File: config.mk
export PLATFORM = sky130hd
export DESIGN_NAME = ius2x_ctrl
export DESIGN_NICKNAME = d
export VERILOG_FILES = /design/src/rtl/ius2x_pkg.sv /design/src/rtl/ius2x_ctrl.sv
export VERILOG_INCLUDE_DIRS = /design/src /design/src/rtl
export SDC_FILE = /design/constraint.sdc
export NUM_CORES = 1
export LEC_CHECK = 0
export BUFFER_PORTS_ARGS = -buffer_cell sky130_fd_sc_hd__buf_2
export CORE_UTILIZATION = 30
export CTS_CLUSTER_DIAMETER = 60
export DETAILED_ROUTE_END_ITERATION = 7
export GPL_TIMING_DRIVEN = 0
export PLACE_DENSITY = 0.61
export SLEW_MARGIN = 5
export SYNTH_ARGS = -nofsm -noshare
export SYNTH_HDL_FRONTEND = slang
export SYNTH_SLANG_ARGS = --single-unit
File: constraint.sdc
create_clock -name i_clk -period 1.4 [get_ports i_clk]
set_input_delay 0.07 -clock i_clk [delete_from_list [all_inputs] [get_ports i_clk]]
set_output_delay 0.07 -clock i_clk [all_outputs]
set_load 0.005 [all_outputs]
File: src/rtl/assert_macros.svh
// assertion macros used by ius2x_ctrl
// no dependencies
`ifndef ASSERT_MACROS_SVH
`define ASSERT_MACROS_SVH

// same-cycle implication, disabled in reset
`define CHK_IMPL(lbl, clk, rst_n, ante, cons) \
    lbl: assert property (@(posedge clk) disable iff (!rst_n) (ante) |-> (cons)) \
        else $error("check failed");

// next-cycle implication, disabled in reset
`define CHK_NEXT(lbl, clk, rst_n, ante, cons) \
    lbl: assert property (@(posedge clk) disable iff (!rst_n) (ante) |=> (cons)) \
        else $error("check failed");

`endif

File: src/rtl/ius2x_pkg.sv
// shared types and constants for the 2x upscaler
// no dependencies
package ius2x_pkg;

    localparam int MAX_SIDE_DEF = 64;

    localparam logic OP_LOAD = 1'b0;
    localparam logic OP_READ = 1'b1;

    localparam logic REG_WIDTH  = 1'b0;
    localparam logic REG_HEIGHT = 1'b1;

    localparam logic [6:0] DIM_RESET = 7'd64;

    typedef struct packed {
        logic       opcode;
        logic [6:0] row;
        logic [6:0] column;
        logic [7:0] red_in;
        logic [7:0] green_in;
        logic [7:0] blue_in;
        logic [7:0] alpha_in;
    } t_in;

    typedef struct packed {
        logic [7:0] red_out;
        logic [7:0] green_out;
        logic [7:0] blue_out;
        logic [7:0] alpha_out;
        logic       out_of_range;
    } t_out;

    typedef struct packed {
        logic       load;
        logic       cap;
        logic       rd_en;
        logic [1:0] rd_row;
        logic [1:0] rd_col;
        logic       vs_en;
        logic       ci_en;
        logic       out_ld;
    } t_cmd;

    typedef struct packed {
        logic oor;
        logic out_free;
    } t_sts;

endpackage

File: src/rtl/ius2x_ctrl.sv
// sequencer for loads and upscaled reads
// depends on ius2x_pkg and assert_macros.svh
`include "assert_macros.svh"

module ius2x_ctrl (
    input  logic              i_clk,
    input  logic              i_rst_n,
    input  logic              i_valid,
    input  logic              i_opcode,
    output logic              o_ready,
    input  ius2x_pkg::t_sts   i_sts,
    output ius2x_pkg::t_cmd   o_cmd
);

    localparam logic [2:0] S_IDLE  = 3'd0;
    localparam logic [2:0] S_CHECK = 3'd1;
    localparam logic [2:0] S_FETCH = 3'd2;
    localparam logic [2:0] S_DRAIN = 3'd3;
    localparam logic [2:0] S_VS    = 3'd4;
    localparam logic [2:0] S_CI    = 3'd5;
    localparam logic [2:0] S_DONE  = 3'd6;

    logic [2:0] r_state, n_state;
    logic [1:0] r_fr, n_fr;
    logic [1:0] r_fc, n_fc;

    always_ff @(posedge i_clk) begin
        if (!i_rst_n) begin
            r_state <= S_IDLE;
            r_fr    <= 2'd0;
            r_fc    <= 2'd0;
        end else begin
            r_state <= n_state;
            r_fr    <= n_fr;
            r_fc    <= n_fc;
        end
    end

    always_comb begin
        n_state = r_state;
        n_fr    = r_fr;
        n_fc    = r_fc;
        o_cmd   = '0;
        o_cmd.rd_row = r_fr;
        o_cmd.rd_col = r_fc;
        o_ready = 1'b0;
        unique case (r_state)
            S_IDLE: begin
                o_ready = 1'b1;
                if (i_valid) begin
                    if (i_opcode == ius2x_pkg::OP_LOAD) begin
                        o_cmd.load = 1'b1;
                    end else begin
                        o_cmd.cap = 1'b1;
                        n_state   = S_CHECK;
                    end
                end
            end
            S_CHECK: begin
                n_fr = 2'd0;
                n_fc = 2'd0;
                n_state = i_sts.oor ? S_DONE : S_FETCH;
            end
            S_FETCH: begin
                o_cmd.rd_en = 1'b1;
                if (r_fc == 2'd2) begin
                    n_fc = 2'd0;
                    if (r_fr == 2'd2) begin
                        n_state = S_DRAIN;
                    end else begin
                        n_fr = r_fr + 2'd1;
                    end
                end else begin
                    n_fc = r_fc + 2'd1;
                end
            end
            S_DRAIN: begin
                n_state = S_VS;
            end
            S_VS: begin
                o_cmd.vs_en = 1'b1;
                n_state = S_CI;
            end
            S_CI: begin
                o_cmd.ci_en = 1'b1;
                n_state = S_DONE;
            end
            S_DONE: begin
                if (i_sts.out_free) begin
                    o_cmd.out_ld = 1'b1;
                    n_state = S_IDLE;
                end
            end
            default: begin
                n_state = S_IDLE;
            end
        endcase
    end

    `CHK_IMPL(a_ld_free, i_clk, i_rst_n, o_cmd.out_ld, i_sts.out_free)
    `CHK_IMPL(a_fetch_cnt, i_clk, i_rst_n, r_state == S_FETCH, r_fr != 2'd3 && r_fc != 2'd3)
    `CHK_NEXT(a_read_check, i_clk, i_rst_n, o_cmd.cap, r_state == S_CHECK)

endmodule

==> flow_summary.json <==
{
  "clk_path_buf_depth": 2,
  "fillerInstances": 148,
  "antenna_found_initial": 0,
  "h-tree-depth": 1,
  "wl_met1_um": 506,
  "synth_commonest_cells": "7 x dfxtp_1, 6 x o21ai_0, 5 x a21oi_1, 5 x nor2_1",
  "hpwl_um": 734,
  "wl_mm": 1.09,
  "reg2reg_depth": 5,
  "worstSetupEndpointType": "flop",
  "yosys-top-cells-area": "dfxtp_1 32%, o21ai_0 6.9%, a21oi_1 5.8%, nor2_1 4.3%, nor3_1 3.5%",
  "min_path_type": "in -> reg",
  "numCtsBuffers": 3,
  "fin_cells": 93,
  "worst_slack_ps": -33.7,
  "critPathArrivalTime_ps": 1580,
  "vias": 496,
  "die_area_um2": 1600,
  "setup_viol": 1,
  "syn_nets": 64,
  "grt_max_degree": 11,
  "syn-cell-area_um2": 434,
  "status": "finished with violations",
  "track_usage_pct": 16.1,
  "drc": 0,
  "routed.top_layer": "met4",
  "rr_startpoint": "r_fr[0]",
  "timing.final.max_slew_violations": 0,
  "yosysMostFrequentCell": "dfxtp_1",
  "area_growth_pct": 40.9,
  "critPathKind": "reg -> reg",
  "p_per_area_nw_per_um2": 1250,
  "die_w_um": 40.0,
  "viasPerCell": 5.33,
  "wire_per_inst_um": 11.7,
  "synth_warnings": 0,
  "holdBufCountCts": 0,
  "clock-sinks": 7,
  "cts_tree": "done",
  "ys_seq_area_share_pct": 32.3,
  "tightest_slew_ps": 359,
  "io_buffers": 16,
  "relSlewSlack_pct": 75.5,
  "place_inst": 88,
  "layout-drive-gt1-share_pct": 41.0,
  "die_h_um": 40.0,
  "start_util_pct": 33.0,
  "rows": 13,
  "worstHoldStart": "i_rst_n",
  "cap_viol_max_count": 0,
  "synth.ff_latch_count": 7,
  "whs_endpoint": "r_state[1]",
  "hold_slack_ps": 46.3,
  "wl_met3_um": 53,
  "syn_avg_cell_area_um2": 7.62,
  "finalPower_w": 0.000767,
  "clk_pin_slew_ps": 60,
  "met2_length_um": 477,
  "insertion_delay_ps": 270,
  "critPathMaxFanout": 3,
  "period_minus_slack_ps": 1430,
  "rsz0062_at_grt": "true",
  "grt_pass1_wl_mm": 1.64,
  "io_pins": 17,
  "hold_viol_final": 0,
  "cts-root-buf": "clkbuf_4",
  "ys_types": 26,
  "place.gp.congestion": 0.752,
  "placed_area_um2": 562,
  "synth_top_cell_area_share_pct": 32.3,
  "grt_remaining_overflow": 0,
  "skew_ps": 4.29,
  "ff2ff_setup_slack_ps": -30,
  "violations": "negative setup slack",
  "ys_async_sr_fraction_pct": 0,
  "synthFlopType": "dfxtp_1",
  "r2r-end": "r_fr[0]",
  "firstDrtPassIters": 4,
  "min_path_cells": 2,
  "antenna_cells": 0,
  "final_nets": 86,
  "p_leak_nw": 0.260,
  "synth_top_cell_by_area": "dfxtp_1",
  "vdd_drop_max_uv": 628,
  "post-route-period-util_pct": 102,
  "crit_path_start_kind": "flop",
  "first_iter_violations": 5,
  "grt_pass1_vias": 385,
  "synth-edff-count": 0,
  "synthCells": 57,
  "dp_slack_ps": -42.5,
  "drtAntennaViolNets": 0,
  "final_area_um2": 612,
  "max_freq_ghz": 0.698,
  "core_area_um2": 1320,
  "worst_ep_required_time_ps": 1550
}
==> flip-flops by register name (all words and copies together), names as in the netlist <==
register	flops
r_state	3
r_fc	2
r_fr	2
==> kinds of logic after synthesis <==
group / after synthesis / synth area share (%)
AOI/OAI and AO/OA: 17 / 24.5
xor gates and xnor gates: 1 / 2.02
adders and majority gates: 1 / 2.88
buffers and inverters: 7 / 6.34
DFF: 7 / 32.3
and+or+nand+nor: 24 / 32.0
==> metrics by stage <==
step / utilization, % / setup TNS [ps]
after global routing: 46.4 / -79.6
after detailed placement: 42.6 / -42.5
after global placement: 42.6 / -25.2
after floorplan: - / 0
final: 46.4 / -33.7
after CTS: 45.6 / -39.8
==> final cells by class <==
type	count	area [µm²]	area share, %
Sequential cell	7	143	23.3
Multi-Input combinational cell	43	299	48.9
Buffer	3	22.5	3.68
Inverter	4	15.0	2.45
Clock buffer	4	26.3	4.29
Timing Repair Buffer	17	87.6	14.3
Tap cell	15	18.8	3.07
==> repair_timing <==
action                     4_1_cts  5_1_grt
gates resized for setup          3        6
buffers inserted                 1        0
setup endpoints to repair        3        5
==> power by group <==
part	switching [W]	internal, W
clock	0.0000913	0.000110
sequential	0.0000410	0.000229
combinational	0.000162	0.000134
==> metal layers <==
metal  track usage, %  vias to the layer above
met2             23.0                       24
met4             15.5                        0
met5                0                        -
met1             20.7                      221
li1                 -                      246
met3             1.67                        5
==> how the worst max path moves through the flow <==
stage / cells after the start / from / to / slack (ps)
detailed placement: 5 / r_fr[0] / r_fr[0] / -40
finish: 5 / r_fr[0] / r_fr[0] / -30
CTS: 5 / r_fr[0] / r_fr[0] / -40
floorplan: 5 / r_fr[0] / r_fr[0] / 2
global route: 5 / r_fr[0] / r_fr[0] / -80
global placement: 5 / r_fr[0] / r_fr[0] / -30
==> critical path, cell delays in order (launching register included) <==
cell and delay [ps]:
dfxtp_2 330, inv_2 60, ha_4 160, or3b_4 410, a2111oi_4 290, nor3_1 70
==> layout by cell type (no fill, tap or decap), drive strengths merged, types with 2 or more instances in the layout <==
master	count
a2111oi	2
a21oi	5
a31oi	2
and2	3
buf	18
clkbuf	6
dfxtp	7
inv	4
nand2	4
nand3b	2
nor2	5
nor3	3
o21ai	6
No activity file was read; power rests on OpenSTA's default activity.
